File: config.mk
export PLATFORM = sky130hd
export DESIGN_NAME = ucbt_datapath
export DESIGN_NICKNAME = d
export VERILOG_FILES = /design/src/rtl/ucbt_pkg.sv /design/src/rtl/ucbt_datapath.sv
export SDC_FILE = /design/constraint.sdc
export NUM_CORES = 2
export LEC_CHECK = 0
export BUFFER_PORTS_ARGS = -buffer_cell sky130_fd_sc_hd__buf_2
export CORE_MARGIN = 3
export CORE_UTILIZATION = 25
export DETAILED_ROUTE_END_ITERATION = 8
export GPL_ROUTABILITY_DRIVEN = 0
export GPL_TIMING_DRIVEN = 0
export HOLD_SLACK_MARGIN = 0.05
export REMOVE_ABC_BUFFERS = 1
export SYNTH_ARGS = -nofsm -noshare
export SYNTH_HDL_FRONTEND = slang
export SYNTH_SLANG_ARGS = --single-unit
File: constraint.sdc
create_clock -name clk_i -period 7.8 [get_ports clk_i]
set_input_delay 0.39 -clock clk_i [delete_from_list [all_inputs] [get_ports clk_i]]
set_output_delay 0.39 -clock clk_i [all_outputs]
set_load 0.05 [all_outputs]
File: src/rtl/ucbt_pkg.sv
// ----------------------------------------------------------------------------
// ucbt_pkg
// shared widths, controller states and the command word for the tessellator
// ----------------------------------------------------------------------------
package ucbt_pkg;

  localparam int unsigned COORD_W   = 16;
  localparam int unsigned STEPS_W   = 7;
  localparam int unsigned MAX_STEPS = 64;
  localparam int unsigned B_W       = 20;  // six times a bezier control
  localparam int unsigned SQ_W      = 13;  // squares of counts up to 64
  localparam int unsigned W_W       = 20;  // bernstein weights times n^3
  localparam int unsigned D_W       = 21;  // 6 n^3
  localparam int unsigned ACC_W     = 42;
  localparam int unsigned NUM_W     = 40;
  localparam int unsigned Q_W       = 16;
  localparam int unsigned DIV_STEPS = 16;

  typedef enum logic [3:0] {
    ST_IDLE,
    ST_PREP_N,
    ST_PREP_D,
    ST_WT1,
    ST_WT2,
    ST_MAC,
    ST_DIV_INIT,
    ST_DIV,
    ST_EMIT
  } state_e;

  typedef struct packed {
    logic               load_in;
    logic               restart;
    logic               push_in;
    logic               prep_n;
    logic               prep_d;
    logic               wt1;
    logic               wt2;
    logic               mac;
    logic               div_init;
    logic               div_step;
    logic               emit;
    logic               push_p3;
    logic               seg_end;
    logic [1:0]         term;
    logic [STEPS_W-1:0] k;
    logic [STEPS_W-1:0] n;
  } cmd_t;

endpackage

File: src/rtl/ucbt_datapath.sv
// ----------------------------------------------------------------------------
// ucbt_datapath
// control point window, bezier controls, weight and mac unit, two dividers
// ----------------------------------------------------------------------------
module ucbt_datapath (
  input  logic                               clk_i,
  input  ucbt_pkg::cmd_t                     cmd_i,
  input  logic signed [ucbt_pkg::COORD_W-1:0] point_x_i,
  input  logic signed [ucbt_pkg::COORD_W-1:0] point_y_i,
  output logic signed [ucbt_pkg::COORD_W-1:0] curve_x_o,
  output logic signed [ucbt_pkg::COORD_W-1:0] curve_y_o,
  output logic                               segment_end_o
);
  import ucbt_pkg::*;

  logic signed [COORD_W-1:0] win_x_q [3];
  logic signed [COORD_W-1:0] win_y_q [3];
  logic signed [COORD_W-1:0] p3x_q, p3y_q;
  logic signed [B_W-1:0]     bx_q [4];
  logic signed [B_W-1:0]     by_q [4];
  logic [SQ_W-1:0]           n2_q, a2_q, ak_q, k2_q;
  logic [D_W-1:0]            d_q;
  logic [W_W-1:0]            w_q [4];
  logic signed [ACC_W-1:0]   accx_q, accy_q;
  logic [NUM_W-1:0]          remx_q, remy_q, dsh_q;
  logic [Q_W-1:0]            qx_q, qy_q;
  logic signed [COORD_W-1:0] cx_q, cy_q;
  logic                      end_q;

  logic [STEPS_W-1:0]        a;
  logic [2*STEPS_W-1:0]      a2p, akp, k2p, n2p;
  logic [SQ_W+STEPS_W-1:0]   m0, m1, m2, m3, nd;
  logic signed [W_W:0]       w_s;
  logic signed [B_W+W_W:0]   px, py;
  logic signed [ACC_W+1:0]   numx, numy, dext;
  logic [NUM_W-1:0]          subx, suby;

  function automatic logic signed [B_W-1:0] sx(input logic signed [COORD_W-1:0] v);
    return B_W'(v);
  endfunction

  assign a   = cmd_i.n - cmd_i.k;
  assign a2p = a * a;
  assign akp = a * cmd_i.k;
  assign k2p = cmd_i.k * cmd_i.k;
  assign n2p = cmd_i.n * cmd_i.n;
  assign m0  = a2_q * a;
  assign m1  = a2_q * cmd_i.k;
  assign m2  = ak_q * cmd_i.k;
  assign m3  = k2_q * cmd_i.k;
  assign nd  = n2_q * cmd_i.n;
  assign w_s = $signed({1'b0, w_q[cmd_i.term]});
  assign px  = w_s * bx_q[cmd_i.term];
  assign py  = w_s * by_q[cmd_i.term];
  // offset numerator so the floor division runs unsigned
  assign dext = $signed({{(ACC_W+2-D_W){1'b0}}, d_q});
  assign numx = (ACC_W+2)'(accx_q) * 2 + dext + (dext <<< 16);
  assign numy = (ACC_W+2)'(accy_q) * 2 + dext + (dext <<< 16);
  assign subx = remx_q - dsh_q;
  assign suby = remy_q - dsh_q;

  always_ff @(posedge clk_i) begin
    if (cmd_i.load_in) begin
      p3x_q <= point_x_i;
      p3y_q <= point_y_i;
    end
    if (cmd_i.restart) begin
      win_x_q[0] <= '0;        win_y_q[0] <= '0;
      win_x_q[1] <= '0;        win_y_q[1] <= '0;
      win_x_q[2] <= point_x_i; win_y_q[2] <= point_y_i;
    end else if (cmd_i.push_in) begin
      win_x_q[0] <= win_x_q[1]; win_y_q[0] <= win_y_q[1];
      win_x_q[1] <= win_x_q[2]; win_y_q[1] <= win_y_q[2];
      win_x_q[2] <= point_x_i;  win_y_q[2] <= point_y_i;
    end else if (cmd_i.push_p3) begin
      win_x_q[0] <= win_x_q[1]; win_y_q[0] <= win_y_q[1];
      win_x_q[1] <= win_x_q[2]; win_y_q[1] <= win_y_q[2];
      win_x_q[2] <= p3x_q;      win_y_q[2] <= p3y_q;
    end
    if (cmd_i.prep_n) begin
      n2_q  <= n2p[SQ_W-1:0];
      bx_q[0] <= sx(win_x_q[0]) + (sx(win_x_q[1]) <<< 2) + sx(win_x_q[2]);
      bx_q[1] <= (sx(win_x_q[1]) <<< 2) + (sx(win_x_q[2]) <<< 1);
      bx_q[2] <= (sx(win_x_q[1]) <<< 1) + (sx(win_x_q[2]) <<< 2);
      bx_q[3] <= sx(win_x_q[1]) + (sx(win_x_q[2]) <<< 2) + sx(p3x_q);
      by_q[0] <= sx(win_y_q[0]) + (sx(win_y_q[1]) <<< 2) + sx(win_y_q[2]);
      by_q[1] <= (sx(win_y_q[1]) <<< 2) + (sx(win_y_q[2]) <<< 1);
      by_q[2] <= (sx(win_y_q[1]) <<< 1) + (sx(win_y_q[2]) <<< 2);
      by_q[3] <= sx(win_y_q[1]) + (sx(win_y_q[2]) <<< 2) + sx(p3y_q);
    end
    if (cmd_i.prep_d) d_q <= (D_W'(nd) << 2) + (D_W'(nd) << 1);
    if (cmd_i.wt1) begin
      a2_q <= a2p[SQ_W-1:0];
      ak_q <= akp[SQ_W-1:0];
      k2_q <= k2p[SQ_W-1:0];
    end
    if (cmd_i.wt2) begin
      w_q[0] <= W_W'(m0);
      w_q[1] <= W_W'((m1 << 1) + m1);
      w_q[2] <= W_W'((m2 << 1) + m2);
      w_q[3] <= W_W'(m3);
      accx_q <= '0;
      accy_q <= '0;
    end
    if (cmd_i.mac) begin
      accx_q <= accx_q + ACC_W'(px);
      accy_q <= accy_q + ACC_W'(py);
    end
    if (cmd_i.div_init) begin
      remx_q <= numx[NUM_W-1:0];
      remy_q <= numy[NUM_W-1:0];
      dsh_q  <= NUM_W'({d_q, 16'b0});
      qx_q   <= '0;
      qy_q   <= '0;
    end
    if (cmd_i.div_step) begin
      if (remx_q >= dsh_q) begin
        remx_q <= subx;
        qx_q   <= {qx_q[Q_W-2:0], 1'b1};
      end else begin
        qx_q   <= {qx_q[Q_W-2:0], 1'b0};
      end
      if (remy_q >= dsh_q) begin
        remy_q <= suby;
        qy_q   <= {qy_q[Q_W-2:0], 1'b1};
      end else begin
        qy_q   <= {qy_q[Q_W-2:0], 1'b0};
      end
      dsh_q <= dsh_q >> 1;
    end
    if (cmd_i.emit) begin
      cx_q  <= $signed({~qx_q[Q_W-1], qx_q[Q_W-2:0]});
      cy_q  <= $signed({~qy_q[Q_W-1], qy_q[Q_W-2:0]});
      end_q <= cmd_i.seg_end;
    end
  end

  assign curve_x_o     = cx_q;
  assign curve_y_o     = cy_q;
  assign segment_end_o = end_q;

endmodule

# --- After elaboration in Yosys (flattened, before gate mapping) ---
# Memory sizes are Yosys's and may differ from the RTL's.
# Index checks and enable logic that the tools add are counted.
totals:
  regBits: 371
  n_memories: 5
  word_cells: 117
  input_bits: 62
  ram_bits: 336
  output_inout_bits: 33
mem_list:
  columns: ["name", "depth", "width", "read_ports", "rd_ports_with_merged_regs", "wr", "line_no", "rtl"]
  rows:
  - ["bx_q", 4, 20, 1, 0, 4, "ucbt_datapath.sv:19", "logic signed [B_W-1:0] bx_q [4];"]
  - ["by_q", 4, 20, 1, 0, 4, "ucbt_datapath.sv:20", "logic signed [B_W-1:0] by_q [4];"]
  - ["w_q", 4, 20, 1, 0, 4, "ucbt_datapath.sv:23", "logic [W_W-1:0] w_q [4];"]
  - ["win_x_q", 3, 16, 3, 0, 3, "ucbt_datapath.sv:16", "logic signed [COORD_W-1:0] win_x_q [3];"]
  - ["win_y_q", 3, 16, 3, 0, 3, "ucbt_datapath.sv:17", "logic signed [COORD_W-1:0] win_y_q [3];"]
classes:
  reduce_logical: 2
  addsub: 24
  mul: 11
  n_lt_le_gt_ge: 2
  bitwise_logic: 14
  muxes: 41
ops:
  columns: ["operator", "count"]
  rows:
  - ["$mux W16", 15]
  - ["$mux W40", 6]
  - ["$mux W42", 3]
  - ["$mul A13 B7 Y20", 5]
  - ["$add A42 B41 Y42", 2]
  - ["$mul A21 B20 Y41", 2]
  - ["$add A19 B16 Y20", 4]
  - ["$add A40 B22 Y40", 2]
  - ["$add A40 B38 Y40", 2]
  - ["$ge A40 B37 Y1", 2]
  - ["$sub A40 B37 Y40", 2]
  - ["$add A16 B18 Y19", 4]
  - ["$mul A7 B7 Y13", 4]
  - ["$add A20 B20 Y20", 2]
  - ["$add A17 B18 Y19", 2]
  - ["$add A18 B17 Y19", 2]
  - ["$mux W37", 1]
  - ["$mux W36", 1]
  - ["$add A21 B21 Y21", 1]
  - ["$mux W1", 15]
  - ["$or A1 B1 Y1", 12]
  - ["$sub A7 B7 Y7", 1]
  - ["$reduce_bool A2 Y1", 2]
  - ["$not A1 Y1", 2]

# --- Longest topological paths before layout ---
depth:
  depth_word: 5
  depth_mapped: 35

# --- Least setup slack after synthesis ---
# OpenSTA, ideal clock, no wires.
synth_path:
  kind: "input to register"
  start: "input port cmd_i[14] (netlist bit)"
  end: "register accx_q[38] (data pin)"
  path_slack_ns: -0.704
  stages: 34
  setup_time_ns: 0.255
  arrival_ns: 8.249
  path_buffers: 5
  cell_sequence: "buf_2 > buf_1 > buf_1 > buf_1 > mux2i_1 > nand2_1 > o21ai_0 > clkbuf_1 > nor2_1 > fa_1 > fa_1 > inv_1 > fa_1 > inv_1 > fa_1 > inv_1 > fa_1 > inv_1 > fa_1 > inv_1 > fa_1 > inv_1 > ha_1 > nand4_1 > or2_2 > a211oi_1 > o21a_1 > a21oi_1 > o21ai_1 > o31ai_2 > o21ai_1 > o22ai_1 > xnor2_1 > and2_1"
synth_via:
  elab_chain_len: 4
  elab_cells_between_ends: 5
  cone_classes: "1 x add/sub; 1 x mul; 1 x mux; 2 x memory"
synth_lines:
  columns: ["element", "line_no", "rtl"]
  rows:
  - ["from (decl)", "ucbt_datapath.sv:7", "input ucbt_pkg::cmd_t cmd_i,"]
  - ["$mem_v2 Z4 W20 (on tied branches)", null, null]
  - ["$mul A21 B20 Y41 (*)", "ucbt_datapath.sv:53", "assign px = w_s * bx_q[cmd_i.term];"]
  - ["$add A42 B41 Y42 (*)", "ucbt_datapath.sv:106", "accx_q <= accx_q + ACC_W'(px);"]
  - ["$mux W42 (*)", "ucbt_datapath.sv:105", "if (cmd_i.mac) begin"]
  - ["to (signal assigned)", "ucbt_datapath.sv:106", null]
  - ["to (decl)", "ucbt_datapath.sv:24", "logic signed [ACC_W-1:0] accx_q, accy_q;"]
# Mark *: on every way between the ends. The rest lies on a longest branch, timed or not.
# A chain may end at the register's enable or synchronous reset.

# --- Worst setup path in the final report ---
layout_path:
  start: "memory bx_q[0][9]"
  end: "register accx_q[37] (data pin)"
layout_via:
  elab_chain_len: 4
layout_lines:
  columns: ["element", "line_no"]
  rows:
  - ["from (decl)", "ucbt_datapath.sv:19"]
  - ["$mem_v2 Z4 W20", null]
  - ["$mul A21 B20 Y41", "ucbt_datapath.sv:53"]
  - ["$add A42 B41 Y42", "ucbt_datapath.sv:106"]
  - ["$mux W42", "ucbt_datapath.sv:105"]
# Every way passes these cells.

==> impl_metrics.csv <==
group,metric,value,unit
sta,worst_slew_pin_slew,1.19,ns
clocking,htree_num_levels,3,
hold_path,hold_depth,1,
worst_setup_path,cp-end-kind,"flip-flop",
die,rows,217,
die,num_io_pins,95,
worst_setup_path,cp_max_fo,10,
worst_setup_path,worstPathRequired,8.31,ns
flow_run,maxCapViolations,0,
outcome,status,"complete, no violations",
logic_synthesis,synthArstFlopShare,0,
global_route,grt-ovfl-total,0,
die,coreArea,350000,µm²
sta,setup_slack,0.223,ns
global_route,grt_max_degree,124,
sta,setup_violations,0,
drt,antenna_left,0,
placed_design,io_buffers,94,
worst_setup_path,worstSetupStartpointType,"flip-flop",
logic_synthesis,synthTopCellsByCount,"inv_1 (1,473), fa_1 (1,131), ha_1 (998), nand2_1 (939), nor2_1 (708)",
cells_and_area,area_growth,13.0,%
sta,final.setup.tns,0,ns
logic_synthesis,synth.avg_cell_area,9.69,µm²
global_route,grt_pass1_wl,362000,µm
logic_synthesis,synth_flop_cell,"edfxtp_1",
logic_synthesis,ys_seq_area_frac,0.226,
drt,drt_pass1_iterations,7,
die,die_y,599,µm
clocking,numCtsBuffers,86,
cells_and_area,final_cells,13800,
sta,fin_skew,0.0910,ns
placed_design,pre_cts_slack,-1.85,ns
worst_setup_path,slowest_delay,0.56,ns
logic_synthesis,synth_most_common_cell,"inv_1",
hold_path,worstHoldPathType,"in -> reg",
worst_setup_path,cpMostUsedCell,"fa_1",
clocking,cts_tree,"built",
drt,first_iter_violations,4410,
die,die_area,359000,µm²
die,die_w,599,µm
sta,period_needed,7.58,ns
placed_design,dp_cells,13500,
global_route,antenna_found_initial,9,
die,initial_core_util,0.251,
logic_synthesis,synth_top_area_share,0.258,
drt,wl_per_cell,17.1,µm
logic_synthesis,ys_top_cells_by_area,"fa_1 (26%), edfxtp_1 (21%), ha_1 (14%)",
cells_and_area,fill_cells,36500,
sta,fmax,0.132,GHz
placed_design,dpl.hpwl,173000,µm
global_route,grt_usage,0.128,
sta,hold_viol,0,
logic_synthesis,syn-cell-area,87800,µm²
cells_and_area,drive_above_1_share,0.0722,
drt,viasPerCell,4.59,
clocking,cts_buffer_depth,3,
cells_and_area,nNetsFinal,11400,
logic_synthesis,ys_types,88,
logic_synthesis,synth_edf_count,609,
sta,maxSlewViolCount,0,
clocking,worstSkewPairLatency,0.76,ns
drt,drc_errors,0,
drt,wl,236000,µm
logic_synthesis,ys.warnings.count,0,
worst_setup_path,cp_slowest_cell,"fa_1",
worst_setup_path,worstRegToRegCells,26,
drt,dr_total_vias,63500,
logic_synthesis,ys_ff_latch,689,
logic_synthesis,synth_cells,9069,
worst_setup_path,worstPathArrival,8.09,ns
clocking,clk_pin_slew,0.06,ns
clocking,clock-sinks,689,
worst_setup_path,crit_type,"reg -> reg",
worst_setup_path,rrSetupSlack,0.22,ns
clocking,root_buffer,"clkbuf_16",
logic_synthesis,synth.largest_area_cell,"fa_1",
sta,min_period_over_period,0.971,
sta,max_slew_margin,0.209,
global_route,grt_pass1_vias,63000,
==> worst max-delay path: cells and delay by family, from the launching register on <==
kind | cells | cell delay (ns)
adders and majority gates | 8 | 3.82
AOI/OAI and AO/OA | 7 | 1.64
and+or+nand+nor | 4 | 0.67
buffers and inverters | 5 | 0.43
DFF | 1 | 0.35
muxes | 1 | 0.28
xor gates and xnor gates | 1 | 0.15
==> final cells by class <==
type	instances	area [µm²]	share of cell area
Antenna cell	9	22.5	0.000227
Clock buffer	98	2220	0.0224
Clock inverter	54	591	0.00595
Inverter	1479	5560	0.0560
Multi-Input combinational cell	6638	62500	0.630
Sequential cell	689	19900	0.200
Tap cell	4599	5750	0.0580
Timing Repair Buffer	268	2730	0.0275
==> cells by family (layout without fill, tap and decap cells) <==
| logic type | Yosys count | after routing | share of synthesized area |
|---|---|---|---|
| muxes | 194 | 199 | 0.0255 |
| DFF | 689 | 689 | 0.226 |
| and+or+nand+nor | 2536 | 2536 | 0.132 |
| xor gates and xnor gates | 461 | 461 | 0.0460 |
| adders and majority gates | 2129 | 2129 | 0.400 |
| AOI/OAI and AO/OA | 1287 | 1297 | 0.0948 |
| buffers and inverters | 1771 | 1899 | 0.0757 |
| other | 2 | 25 | 0.0000855 |
==> placed cells by master (no fill, tap or decap), drive strengths merged, types with 114 or more instances in the layout <==
cell    instances
o21a          126
o21ai         266
a21oi         378
xnor2         347
and2          382
edfxtp        609
nand2         939
nor3          127
nor2          708
a21o          155
inv          1480
fa           1131
xor2          114
buf           228
ha            998
==> per-stage QoR <==
step                area (µm²)   util  hold slack (ns)
floorplan                86800      -            0.418
global route             99200  0.284            0.125
CTS                      98000  0.280           0.0700
detailed placement       94300  0.270            0.429
global placement         93000  0.266            0.427
finish                   99200  0.284            0.120
==> routing by layer <==
| metal | GRT usage | vias up | routed length, µm |
|---|---|---|---|
| met5 | 0 | - | 13 |
| met4 | 0.0465 | 2 | 10800 |
| met3 | 0.0180 | 427 | 15800 |
| met2 | 0.205 | 1843 | 106000 |
| met1 | 0.175 | 31400 | 104000 |
| li1 | - | 29800 | - |
==> flip-flops by register name, summed over array words and instances, names as in the netlist, 13 cells and up <==
register   count
remy_q        40
by_q          76
bx_q          76
accy_q        39
curve_x_o     16
curve_y_o     16
win_x_q       48
w_q           80
remx_q        40
accx_q        39
win_y_q       48
dsh_q         37
p3y_q         16
ak_q          13
d_q           20
qx_q          16
p3x_q         16
qy_q          16
==> final timing paths <==
path | from | to
worst min-delay path | cmd_i[24] | d_q[20]$_DFFE_PP_
worst max-delay path | bx_q[0][9]$_DFFE_PP_ | accx_q[37]$_SDFFCE_PN0P_
worst min register to register | qy_q[3]$_SDFFCE_PN0P_ | curve_y_o[3]$_DFFE_PP_
worst max register to register | bx_q[0][9]$_DFFE_PP_ | accx_q[37]$_SDFFCE_PN0P_
==> timing repair <==
item / in CTS / in global routing
pin swaps: 6 / 26
hold buffers: 35 / 0
setup buffers: 16 / 61
gates cloned: 10 / 11
setup endpoints to repair: 31 / 19
gates resized for setup: 60 / 81
endpoints found under the hold margin: 110 / 0
Power is not shown: default switching activity piles up to over one toggle a cycle in this logic, so the estimate is an artifact.
