**config.mk**
```make
export PLATFORM = sky130hd
export DESIGN_NAME = ucbt_ctrl
export DESIGN_NICKNAME = d
export VERILOG_FILES = /design/src/rtl/ucbt_pkg.sv /design/src/rtl/ucbt_ctrl.sv
export SDC_FILE = /design/constraint.sdc
export NUM_CORES = 1
export LEC_CHECK = 0
export BUFFER_PORTS_ARGS = -buffer_cell sky130_fd_sc_hd__buf_2
export CORE_ASPECT_RATIO = 1.1
export CORE_MARGIN = 2
export CORE_UTILIZATION = 40
export DETAILED_ROUTE_END_ITERATION = 8
export PLACE_DENSITY = 0.69
export SLEW_MARGIN = 5
export SYNTH_ARGS = -nofsm -noshare
export SYNTH_HDL_FRONTEND = slang
export SYNTH_SLANG_ARGS = --single-unit
```
**constraint.sdc**
```tcl
create_clock -name clk_i -period 2.61 [get_ports clk_i]
set_input_delay 0.261 -clock clk_i [delete_from_list [all_inputs] [get_ports clk_i]]
set_output_delay 0.261 -clock clk_i [all_outputs]
set_load 0.02 [all_outputs]
```
**src/rtl/ucbt_pkg.sv**
```systemverilog
// ----------------------------------------------------------------------------
// ucbt_pkg
// shared widths, controller states and the command word for the tessellator
// ----------------------------------------------------------------------------
package ucbt_pkg;

  localparam int unsigned COORD_W   = 16;
  localparam int unsigned STEPS_W   = 7;
  localparam int unsigned MAX_STEPS = 64;
  localparam int unsigned B_W       = 20;  // six times a bezier control
  localparam int unsigned SQ_W      = 13;  // squares of counts up to 64
  localparam int unsigned W_W       = 20;  // bernstein weights times n^3
  localparam int unsigned D_W       = 21;  // 6 n^3
  localparam int unsigned ACC_W     = 42;
  localparam int unsigned NUM_W     = 40;
  localparam int unsigned Q_W       = 16;
  localparam int unsigned DIV_STEPS = 16;

  typedef enum logic [3:0] {
    ST_IDLE,
    ST_PREP_N,
    ST_PREP_D,
    ST_WT1,
    ST_WT2,
    ST_MAC,
    ST_DIV_INIT,
    ST_DIV,
    ST_EMIT
  } state_e;

  typedef struct packed {
    logic               load_in;
    logic               restart;
    logic               push_in;
    logic               prep_n;
    logic               prep_d;
    logic               wt1;
    logic               wt2;
    logic               mac;
    logic               div_init;
    logic               div_step;
    logic               emit;
    logic               push_p3;
    logic               seg_end;
    logic [1:0]         term;
    logic [STEPS_W-1:0] k;
    logic [STEPS_W-1:0] n;
  } cmd_t;

endpackage

```
**src/rtl/ucbt_ctrl.sv**
```systemverilog
// ----------------------------------------------------------------------------
// ucbt_ctrl
// sequencer: window fill, per-point weight, mac and divide steps, output slot
// ----------------------------------------------------------------------------
module ucbt_ctrl (
  input  logic                        clk_i,
  input  logic                        rst_ni,
  input  logic                        in_valid_i,
  output logic                        in_ready_o,
  input  logic                        first_point_i,
  input  logic                        cfg_we_i,
  input  logic [ucbt_pkg::STEPS_W-1:0] cfg_wdata_i,
  output logic                        out_valid_o,
  input  logic                        out_ready_i,
  output ucbt_pkg::cmd_t              cmd_o
);
  import ucbt_pkg::*;

  state_e             state_q, state_d;
  logic [1:0]         seen_q;
  logic [STEPS_W-1:0] steps_q, k_q, n_eff;
  logic [1:0]         term_q;
  logic [3:0]         step_q;
  logic               out_valid_q;
  logic               in_acc, slot_free, last_k;

  always_comb begin
    if (steps_q == '0) begin
      n_eff = STEPS_W'(1);
    end else if (steps_q > STEPS_W'(MAX_STEPS)) begin
      n_eff = STEPS_W'(MAX_STEPS);
    end else begin
      n_eff = steps_q;
    end
  end

  assign in_ready_o  = (state_q == ST_IDLE);
  assign in_acc      = in_valid_i & in_ready_o;
  assign slot_free   = ~out_valid_q | out_ready_i;
  assign last_k      = (k_q == n_eff - STEPS_W'(1));
  assign out_valid_o = out_valid_q;

  // next state
  always_comb begin
    state_d = state_q;
    unique case (state_q)
      ST_IDLE: begin
        if (in_acc && !first_point_i && seen_q == 2'd3) state_d = ST_PREP_N;
      end
      ST_PREP_N:   state_d = ST_PREP_D;
      ST_PREP_D:   state_d = ST_WT1;
      ST_WT1:      state_d = ST_WT2;
      ST_WT2:      state_d = ST_MAC;
      ST_MAC: begin
        if (term_q == 2'd3) state_d = ST_DIV_INIT;
      end
      ST_DIV_INIT: state_d = ST_DIV;
      ST_DIV: begin
        if (step_q == 4'(DIV_STEPS - 1)) state_d = ST_EMIT;
      end
      ST_EMIT: begin
        if (slot_free) state_d = last_k ? ST_IDLE : ST_WT1;
      end
      default:     state_d = ST_IDLE;
    endcase
  end

  // command outputs
  always_comb begin
    cmd_o          = '0;
    cmd_o.k        = k_q;
    cmd_o.n        = n_eff;
    cmd_o.term     = term_q;
    cmd_o.seg_end  = last_k;
    cmd_o.load_in  = in_acc;
    cmd_o.restart  = in_acc & first_point_i;
    cmd_o.push_in  = in_acc & ~first_point_i & (seen_q != 2'd3);
    cmd_o.prep_n   = (state_q == ST_PREP_N);
    cmd_o.prep_d   = (state_q == ST_PREP_D);
    cmd_o.wt1      = (state_q == ST_WT1);
    cmd_o.wt2      = (state_q == ST_WT2);
    cmd_o.mac      = (state_q == ST_MAC);
    cmd_o.div_init = (state_q == ST_DIV_INIT);
    cmd_o.div_step = (state_q == ST_DIV);
    cmd_o.emit     = (state_q == ST_EMIT) & slot_free;
    cmd_o.push_p3  = (state_q == ST_EMIT) & slot_free & last_k;
  end

  always_ff @(posedge clk_i or negedge rst_ni) begin
    if (!rst_ni) begin
      state_q     <= ST_IDLE;
      seen_q      <= '0;
      steps_q     <= STEPS_W'(MAX_STEPS);
      k_q         <= '0;
      term_q      <= '0;
      step_q      <= '0;
      out_valid_q <= 1'b0;
    end else begin
      state_q <= state_d;
      if (cfg_we_i) steps_q <= cfg_wdata_i;
      if (in_acc) begin
        if (first_point_i) begin
          seen_q <= 2'd1;
        end else if (seen_q != 2'd3) begin
          seen_q <= seen_q + 2'd1;
        end
        k_q <= '0;
      end
      if (state_q == ST_WT2) term_q <= '0;
      if (state_q == ST_MAC) term_q <= term_q + 2'd1;
      if (state_q == ST_DIV_INIT) step_q <= '0;
      if (state_q == ST_DIV) step_q <= step_q + 4'd1;
      if (cmd_o.emit) begin
        out_valid_q <= 1'b1;
        k_q         <= k_q + STEPS_W'(1);
      end else if (out_ready_i) begin
        out_valid_q <= 1'b0;
      end
    end
  end

endmodule

```
After elaboration in Yosys (flattened, before gate mapping) --
Index checks and enable logic that the tools add are counted.
Storage, ports and cells: flip-flop bits (word level) 27, input port bits 13, output and inout port bits 31, logic and storage cells 69
Operators by class: add/subtract/negate cells 5, $lt $le $gt $ge 1, equal/unequal tests 17, multiplexer cells 18, bitwise operators 9, reduce and logical (&&, ||, !) cells 12
Operators with widths (count):
- 4-bit one-hot mux with 9 select lines | 1
- 7-bit two-way mux | 4
- 4-bit two-way mux | 6
- 4-bit by 3-bit == test with 1-bit output (second input constant) | 4
- 2-bit two-way mux | 5
- 2-bit nonzero test | 5
- 4-bit by 2-bit == test with 1-bit output (second input constant) | 2
- 4-bit == test (second input constant) | 2
- 7-bit by 1-bit adder with 7-bit output (second input constant) | 1
- 7-bit == test | 1
- 7-bit greater-than comparator (second input constant) | 1
- 7-bit zero test | 1
- 7-bit by 1-bit subtractor with 7-bit output (second input constant) | 1
- 1-bit bitwise AND | 6
- 2-bit by 1-bit inequality test with 1-bit output (second input constant) | 3
- 2-bit by 1-bit adder with 2-bit output (second input constant) | 2
- 4-bit by 1-bit adder with 4-bit output (second input constant) | 1
- 2-bit == test (second input constant) | 2
- 4-bit by 1-bit == test with 1-bit output (second input constant) | 1
- 4-bit zero test | 1
- 2-bit inequality test (second input constant) | 2
- 4-bit AND reduction | 1
- 1-bit logical AND | 2
- 1-bit two-way mux | 2
- other kinds (4) | 5

Longest topological paths before layout --
Gate-level depths: netlist of the first run.
depth after elaboration 8, gate-level depth with buffers 11, depth with buffers taken out 11

Worst setup path after synthesis of the first run --
Ideal clock, no wire load.
kind reg2out, start register steps_q[5], end output cmd_o[17] (netlist bit), data arrival time 2.772 ns, data required time 2.349 ns, path slack -0.423 ns, cell stages (with the launch flop) 12, buffers on the path 0, cells stage by stage dfrtp_1 or4_4 nor2_2 o21ba_4 inv_1 ha_1 xnor2_1 or3b_2 o211ai_1 nand4b_1 a211oi_2 and2_1
RTL lines:
- from (decl) | RTL line ucbt_ctrl.sv:21 | logic [STEPS_W-1:0] steps_q, k_q, n_eff;
- from (signal assigned) | RTL line ucbt_ctrl.sv:93 | steps_q <= STEPS_W'(MAX_STEPS);
- from (signal assigned) | RTL line ucbt_ctrl.sv:100 | if (cfg_we_i) steps_q <= cfg_wdata_i;
- to (decl) | RTL line ucbt_ctrl.sv:15 | output ucbt_pkg::cmd_t cmd_o

==> flow_summary.yaml, run 1 <==
clock_tree:
  clock_path_buffers: 2
  cts_tree: "built"
  cts_max_level: 1
  clock_latency_ps: 270
  clkTransAtPathRegs_ps: 80
  cts_buffers: 3
  hold_buffers: 0
  cts_root_buf: "clkbuf_8"
  clock_sinks: 27
logic_synthesis:
  synth.most_common_cell: "dfrtp_1"
  ys_top_cells_by_area: "dfrtp_1, o21ai_0, mux2_2, nand2_1, ha_1"
  ys_types: 46
  ys_seq_elements: 27
  yosys_warnings: 0
  yosys-top-cells-count: "dfrtp_1, nand2_1, o21ai_0"
  synth.avg_cell_area_um2: 9.07
  synthCells: 184
  async_flop_share_pct: 100
  synth_area_um2: 1670
  synth_largest_area_cell: "dfrtp_1"
  syn_nets: 202
  yosysTopAreaCellShare_pct: 39.0
  synth-seq-area-share_pct: 40.6
  synth_flop_cell: "dfrtp_1"
  synth_edf_count: 0
grt:
  grt_pass1_vias: 1331
  grt_max_degree: 28
  antenna_found_initial: 0
  grt_pass1_wl_um: 5910
  grt-ovfl-total: 0
  grt_usage_pct: 16.0
placed_design:
  port_buffers: 43
  dpl.hpwl_um: 2740
  placement.cell_area_um2: 1980
  dp_cells: 277
  pre_cts_ws_ps: -350
  gp_congestion: 0.722
setup_path:
  path_buf_inv: 2
  required_ps: 2350
  worstPathCellList: "or4_4 > nor2_4 > o21ba_4 > inv_2 > ha_4 > xnor2_2 > or3b_4 > o211ai_1 > nand4b_1 > a211oi_2 > and2_4 > buf_6"
  crit_cells: 12
  cp-start-kind: "register"
  r2r_slack_ps: -100
  critPathTopFamily: "simple AND/OR/NAND/NOR gates"
  slowest_delay_ps: 560
  path_class: "register to primary output"
  r2r_start: "steps_q[2]"
  reg2reg_to: "state_q[0]"
  path_max_fanout: 2
  crit_slowest_cell: "or4_4"
  critPathLaunch: "steps_q[2]"
  r2r_cells: 13
  cp-endpoint: "cmd_o[17]"
  critPathArrivalTime_ps: 2860
  setup.worst_path.end_class: "primary output"
route:
  drcViolationCount: 0
  vias: 1458
  routedWlPerCell_um: 12.5
  drt_wl_total_um: 3560
  ant_nets: 0
  drt_iter0_markers: 85
  viasPerCell: 5.13
  dr.pass1.iters: 4
final_layout:
  fin_area_um2: 2080
  drive_above_1_share_pct: 33.6
  instances_no_fill: 284
  syn_to_final_growth_pct: 24.4
  multi_input_area_um2: 960
  diodes: 0
  n_fill_cell: 371
  nNetsFinal: 251
  regArea_um2: 677
sta:
  finalHoldViolCount: 26
  tns_ps: -1130
  fin_skew_ps: 2.43
  report.final.slew_viol_count: 0
  hold_ws_ps: -16.8
  finalCriticalPeriod_ps: 3120
  max_freq_mhz: 320
  setup_slack_ps: -511
  setup_viol: 4
  rsz0062_at_grt: "true"
  period_share_pct: 120
  slew_headroom_pct: 60.7
  worst_pin_slew_ps: 590
die:
  start_util_pct: 41.8
  fp-row-count: 24
  die_area_um2: 4710
  die_h_um: 71.8
  io_pins: 44
  fp.dieW_um: 65.6
  core_um2: 3990
job:
  maxCapViolCount: 0
power:
  ir_worst_vdd_mv: 0.403
  pwr_density_cell_nw_per_um2: 801
  p_leak_uw: 0.00104
run_status:
  status: "finished, violations left"
  violations: "hold timing, setup timing"
hold_path:
  hold_path_class: "primary input to async pin"
how the worst min path moves through the flow:
stage / slack, ps / end
floorplan: -30 / k_q[0]
global placement: 300 / term_q[0]
detailed placement: 300 / term_q[0]
CTS: 2 / out_valid_o
global route: 30 / state_q[0]
finish: -20 / term_q[1]
cell families after synthesis:
logic type,synth area share [%]
adder cells (fa/ha/maj),3.75
multiplexers,7.20
AND/OR/NAND/NOR,25.0
buffers and inverters,3.97
flip-flops,40.6
XOR/XNOR,3.15
AO/OA/AOI/OAI,16.3
flip-flops by register name, summed over array words and instances (netlist names):
| register | cells |
|---|---|
| k_q | 7 |
| steps_q | 7 |
| state_q | 4 |
| step_q | 4 |
| seen_q | 2 |
| term_q | 2 |
| out_valid_o | 1 |
where the power goes:
group	switching (uW)	internal [uW]
Clock	120	109
Sequential	167	522
Combinational	409	336
cell type report:
type | instances | area share, %
clock buffers | 4 | 2.17
multi-input cells | 142 | 46.2
well taps | 52 | 3.13
flip-flops and latches | 27 | 32.6
repair buffers | 54 | 14.9
inverters | 5 | 0.904
cell usage in the layout (no fill, tap or decap), types with 2 or more instances in the layout:
master,n
nand2b_1,7
xnor2_1,2
nor2_1,11
nand3b_1,2
buf_6,2
buf_4,11
nor4b_1,2
inv_1,3
clkbuf_8,3
dfrtp_1,26
mux2i_1,3
and3_1,4
nand4_1,2
nor2b_1,6
buf_2,41
nor3_1,7
a22o_1,2
nand2_1,22
o21ai_0,19
xor2_1,3
o211ai_1,2
nand3_1,10
ha_1,4
a21boi_0,2
mux2_2,8
metrics by stage:
stage	total power [uW]	util [%]
floorplan	1220	-
global placement	1410	49.6
detailed placement	1430	49.6
CTS	1660	51.1
global route	1810	52.0
finish	1660	52.0
layer usage:
metal / share of wire (%) / global-route usage (%) / vias up
met5: 0 / 0 / -
met4: 1.5 / 3.47 / 0
met3: 3.8 / 3.92 / 7
met2: 51 / 28.3 / 26
met1: 44 / 19.6 / 671
li1: - / - / 754
repair_timing:
action / in CTS / in global routing
cloned: 0 / 0
gates resized for setup: 5 / 4
setup endpoints to repair: 4 / 4
buffers inserted: 0 / 3
pin swaps: 6 / 2
(Power assumes the default switching activity.)
==> inputs of run 2 (changes only) <==
--- a/config.mk
+++ b/config.mk
@@ -6,7 +6,6 @@
 export NUM_CORES = 1
 export LEC_CHECK = 0
 export BUFFER_PORTS_ARGS = -buffer_cell sky130_fd_sc_hd__buf_2
-export CORE_ASPECT_RATIO = 1.1
 export CORE_MARGIN = 2
 export CORE_UTILIZATION = 40
 export DETAILED_ROUTE_END_ITERATION = 8
==> flow_summary.yaml, run 2 (synthesized netlist as in run 1, its figures left out) <==
run_status:
  status: "finished, violations left"
  violations: "setup timing"
placed_design:
  dpl.hpwl_um: 2780
  port_buffers: 43
  pre_cts_ws_ps: -331
  gp_congestion: 0.835
  placement.cell_area_um2: 1990
route:
  dr.pass1.iters: 4
  routedWlPerCell_um: 13.3
  vias: 1452
  ant_nets: 0
  drt_iter0_markers: 86
  drcViolationCount: 0
  viasPerCell: 5.13
  drt_wl_total_um: 3760
clock_tree:
  cts_buffers: 3
  cts_tree: "built"
  clkTransAtPathRegs_ps: 90
  clock_path_buffers: 2
  clock_latency_ps: 270
  clock_sinks: 27
  cts_root_buf: "clkbuf_8"
  cts_max_level: 1
setup_path:
  r2r_cells: 13
  setup.worst_path.end_class: "primary output"
  worstPathCellList: "or4_4 > nor2_4 > o21ba_4 > inv_2 > ha_4 > xnor2_1 > or3b_4 > o211ai_1 > nand4b_1 > a211oi_2 > and2_4 > buf_6"
  slowest_delay_ps: 560
  required_ps: 2350
  cp-start-kind: "register"
  reg2reg_to: "state_q[1]"
  path_max_fanout: 2
  crit_slowest_cell: "or4_4"
  path_buf_inv: 2
  r2r_slack_ps: -150
  critPathArrivalTime_ps: 2870
  path_class: "register to primary output"
  critPathTopFamily: "simple AND/OR/NAND/NOR gates"
  r2r_start: "steps_q[5]"
sta:
  setup_slack_ps: -517
  report.final.slew_viol_count: 0
  rsz0062_at_grt: "true"
  finalCriticalPeriod_ps: 3130
  fin_skew_ps: 3.91
  finalHoldViolCount: 0
  setup_viol: 4
  worst_pin_slew_ps: 602
  period_share_pct: 120
  max_freq_mhz: 320
  slew_headroom_pct: 59.5
final_layout:
  nNetsFinal: 252
  top_regs: "k_q: 7 flops, steps_q: 7 flops"
  drive_above_1_share_pct: 32.6
  fin_area_um2: 2070
  diodes: 0
  syn_to_final_growth_pct: 24.1
  final_cell_mix: "buf_2, dfrtp_1, nand2_1, o21ai_0"
  final_common_cell: "buf_2"
  final_util_pct: 51.8
  n_fill_cell: 378
grt:
  grt_max_degree: 28
  grt-ovfl-total: 0
  grt_pass1_wl_um: 6290
  antenna_found_initial: 0
  grt_usage_pct: 17.6
  grt_pass1_vias: 1332
die:
  die_h_um: 68.6
  io_pins: 44
  start_util_pct: 41.7
  core_um2: 4000
  fp.dieW_um: 68.6
  die_area_um2: 4710
  fp-row-count: 23
hold_path:
  min_to: "steps_q[1]"
  hold_path_class: "primary input to register"
  hp-start: "cfg_wdata_i[1]"
  min_path_cells: 2
power:
  ir_worst_vdd_mv: 0.417
  pwr_density_cell_nw_per_um2: 817
  p_leak_uw: 0.00103
job:
  maxCapViolCount: 0
-- run 2: changes by cell type in the layout (fill, tap and decap cells not counted) --
cell / before / now
xnor2_1: 2 / 3
xnor2_2: 1 / 0
dlygate4sd3_1: 0 / 1
o21ai_0: 19 / 20
o21ai_2: 1 / 0
-- run 2: what timing repair did --
action | 4_1_cts | 5_1_grt
resized for setup | 6 | 0
hold buffers | 1 | 0
endpoints found under the hold margin | 1 | 0
pin swaps | 6 | 0
endpoints found under the setup margin | 4 | 4
buffers inserted | 1 | 0
-- run 2: stage by stage --
stage / instances / power [uW] / hold WS [ps] / setup TNS, ps
6_report: 283 / 1690 / 219 / -1310
5_1_grt: 283 / 1830 / 212 / -2020
4_1_cts: 283 / 1700 / 214 / -1290
3_5_place_dp: 277 / 1450 / 300 / -876
3_3_place_gp: 277 / 1440 / 300 / -742
2_1_floorplan: 184 / 1220 / -34.6 / -723
-- run 2: layer usage --
layer	part of all wire, %	wire, um	vias to the layer above	track usage (%)
met5	0	0	-	0
met4	0.90	34	0	6.00
met3	2.7	102	2	1.95
met2	47	1760	21	27.6
met1	50	1860	674	25.3
li1	-	-	755	-
-- run 2: report_power, final --
part | total [uW] | internal (uW) | switching (uW)
logic | 785 | 342 | 443
registers | 671 | 522 | 149
clock network | 236 | 109 | 127
-- run 2: cell type report --
| cell class | instances | area [um^2] | area share, % |
|---|---|---|---|
| multi-input combinational | 142 | 948 | 45.8 |
| sequential | 27 | 677 | 32.7 |
| timing repair buffer | 55 | 320 | 15.5 |
| tap | 50 | 62.6 | 3.02 |
| clock buffer | 4 | 45.0 | 2.17 |
| inverter | 5 | 18.8 | 0.906 |
-- run 2: worst max-delay path by stage --
stage,startpoint,to,slack [ps],cells after the start
3_3_place_gp,steps_q[3],cmd_o[17],-300,12
2_1_floorplan,steps_q[3],cmd_o[17],-300,11
6_report,steps_q[5],cmd_o[17],-520,12
4_1_cts,steps_q[5],cmd_o[17],-520,12
3_5_place_dp,steps_q[3],cmd_o[17],-330,12
5_1_grt,steps_q[5],cmd_o[17],-700,12
==> inputs of run 3 (changes only) <==
--- a/config.mk
+++ b/config.mk
@@ -7,9 +7,9 @@
 export LEC_CHECK = 0
 export BUFFER_PORTS_ARGS = -buffer_cell sky130_fd_sc_hd__buf_2
 export CORE_MARGIN = 2
-export CORE_UTILIZATION = 40
+export CORE_UTILIZATION = 29
 export DETAILED_ROUTE_END_ITERATION = 8
-export PLACE_DENSITY = 0.69
+export PLACE_DENSITY = 0.54
 export SLEW_MARGIN = 5
 export SYNTH_ARGS = -nofsm -noshare
 export SYNTH_HDL_FRONTEND = slang
==> flow_summary.yaml, run 3 (synthesized netlist as in run 1, its figures left out) <==
run_status:
  violations: "hold timing, setup timing"
  status: "finished, violations left"
final_layout:
  final_common_cell: "buf_2"
  drive_above_1_share_pct: 34.0
  nNetsFinal: 254
  instances_no_fill: 307
  diodes: 0
  top_regs: "k_q: 7 flops, steps_q: 7 flops"
  syn_to_final_growth_pct: 27.0
  final_cell_mix: "buf_2, dfrtp_1, nand2_1, o21ai_0, buf_4"
clock_tree:
  clkTransAtPathRegs_ps: 90
  clock_sinks: 27
  clock_path_buffers: 2
  cts_buffers: 3
  clock_latency_ps: 270
  cts_root_buf: "clkbuf_8"
  cts_max_level: 1
  cts_tree: "built"
die:
  start_util_pct: 30.1
  core_um2: 5540
  io_pins: 44
  die_area_um2: 6380
  fp.dieW_um: 79.9
  fp-row-count: 27
  die_h_um: 79.9
setup_path:
  setup.worst_path.end_class: "primary output"
  cp-start-kind: "register"
  path_max_fanout: 3
  critPathArrivalTime_ps: 2910
  required_ps: 2350
  path_class: "register to primary output"
  critPathLaunch: "steps_q[3]"
  r2r_start: "steps_q[3]"
sta:
  report.final.slew_viol_count: 0
  finalCriticalPeriod_ps: 3170
  slew_headroom_pct: 59.6
  hold_ws_ps: -15.7
  setup_viol: 4
  finalHoldViolCount: 26
  fin_skew_ps: 3.14
  setup_slack_ps: -559
  worst_pin_slew_ps: 606
  max_freq_mhz: 316
  rsz0062_at_grt: "true"
  period_share_pct: 121
grt:
  antenna_found_initial: 0
  grt_usage_pct: 12.9
  grt_pass1_wl_um: 6570
  grt_max_degree: 28
  grt-ovfl-total: 0
  grt_pass1_vias: 1358
placed_design:
  dp_cells: 298
  dpl.hpwl_um: 2910
  gp_congestion: 0.717
  port_buffers: 43
power:
  ir_worst_vdd_mv: 0.309
  pwr_density_cell_nw_per_um2: 794
  fin_total_pwr_uw: 1680
  p_leak_uw: 0.00105
job:
  maxCapViolCount: 0
route:
  viasPerCell: 4.80
  routedWlPerCell_um: 12.8
  dr.pass1.iters: 4
  vias: 1474
  drt_wl_total_um: 3930
  drt_iter0_markers: 64
  drcViolationCount: 0
  ant_nets: 0
hold_path:
  hold_path_class: "primary input to async pin"
## run 3: critical path, cell delays in order, from the launching register on
cell      delay [ps]
dfrtp_1          390
or4_4            560
nor2_4           100
o21ba_4          140
inv_2             40
ha_4             150
xnor2_2          130
or3b_4           360
o211ai_1          90
nand4b_1         140
a211oi_2         160
buf_4            150
and2_4           130
buf_6            100
## run 3: per-stage QoR
stage	setup slack, ps	utilization, %	TNS (ps)	area, um^2
final	-559	38.3	-1260	2120
after global routing	-704	38.3	-1820	2120
after CTS	-577	37.9	-1130	2100
after detailed placement	-450	36.3	-1070	2010
after global placement	-394	36.3	-813	2010
after floorplan	-303	-	-723	1690
## run 3: timing repair
item | in CTS | in global routing
setup endpoints to repair | 4 | 4
hold buffers | 0 | 0
buffers inserted | 3 | 2
gates resized for setup | 5 | 1
endpoints found under the hold margin | 0 | 0
pin swaps | 5 | 2
## run 3: final timing paths
path	to	slack [ps]	cells past startpoint
worst min register to register	step_q[2]	510	1
worst max register to register	state_q[0]	-100	13
worst min-delay path	term_q[1]	-20	1
worst max-delay path	cmd_o[17]	-560	13
min in group clk_i	steps_q[2]	220	2
max in group asynchronous	k_q[6]	2220	1
## run 3: layout make-up
class	instances	area, um^2
fillers	596	3420
repair buffers	57	333
flip-flops and latches	27	677
multi-input cells	142	956
clock buffers	4	45.0
inverters	5	18.8
well taps	72	90.1
## run 3: power by group
group	total, uW	internal, uW	leakage [uW]	switching [uW]
Sequential	687	522	0.000346	165
Clock	241	109	0.0000228	132
Combinational	753	329	0.000682	424
## run 3: routing by layer
metal / up-vias / track usage [%] / wire length [um]
met1: 693 / 18.0 / 1930
met2: 16 / 20.4 / 1870
met4: 0 / 4.07 / 34
met5: - / 0 / 0
met3: 2 / 2.04 / 97
li1: 763 / - / -
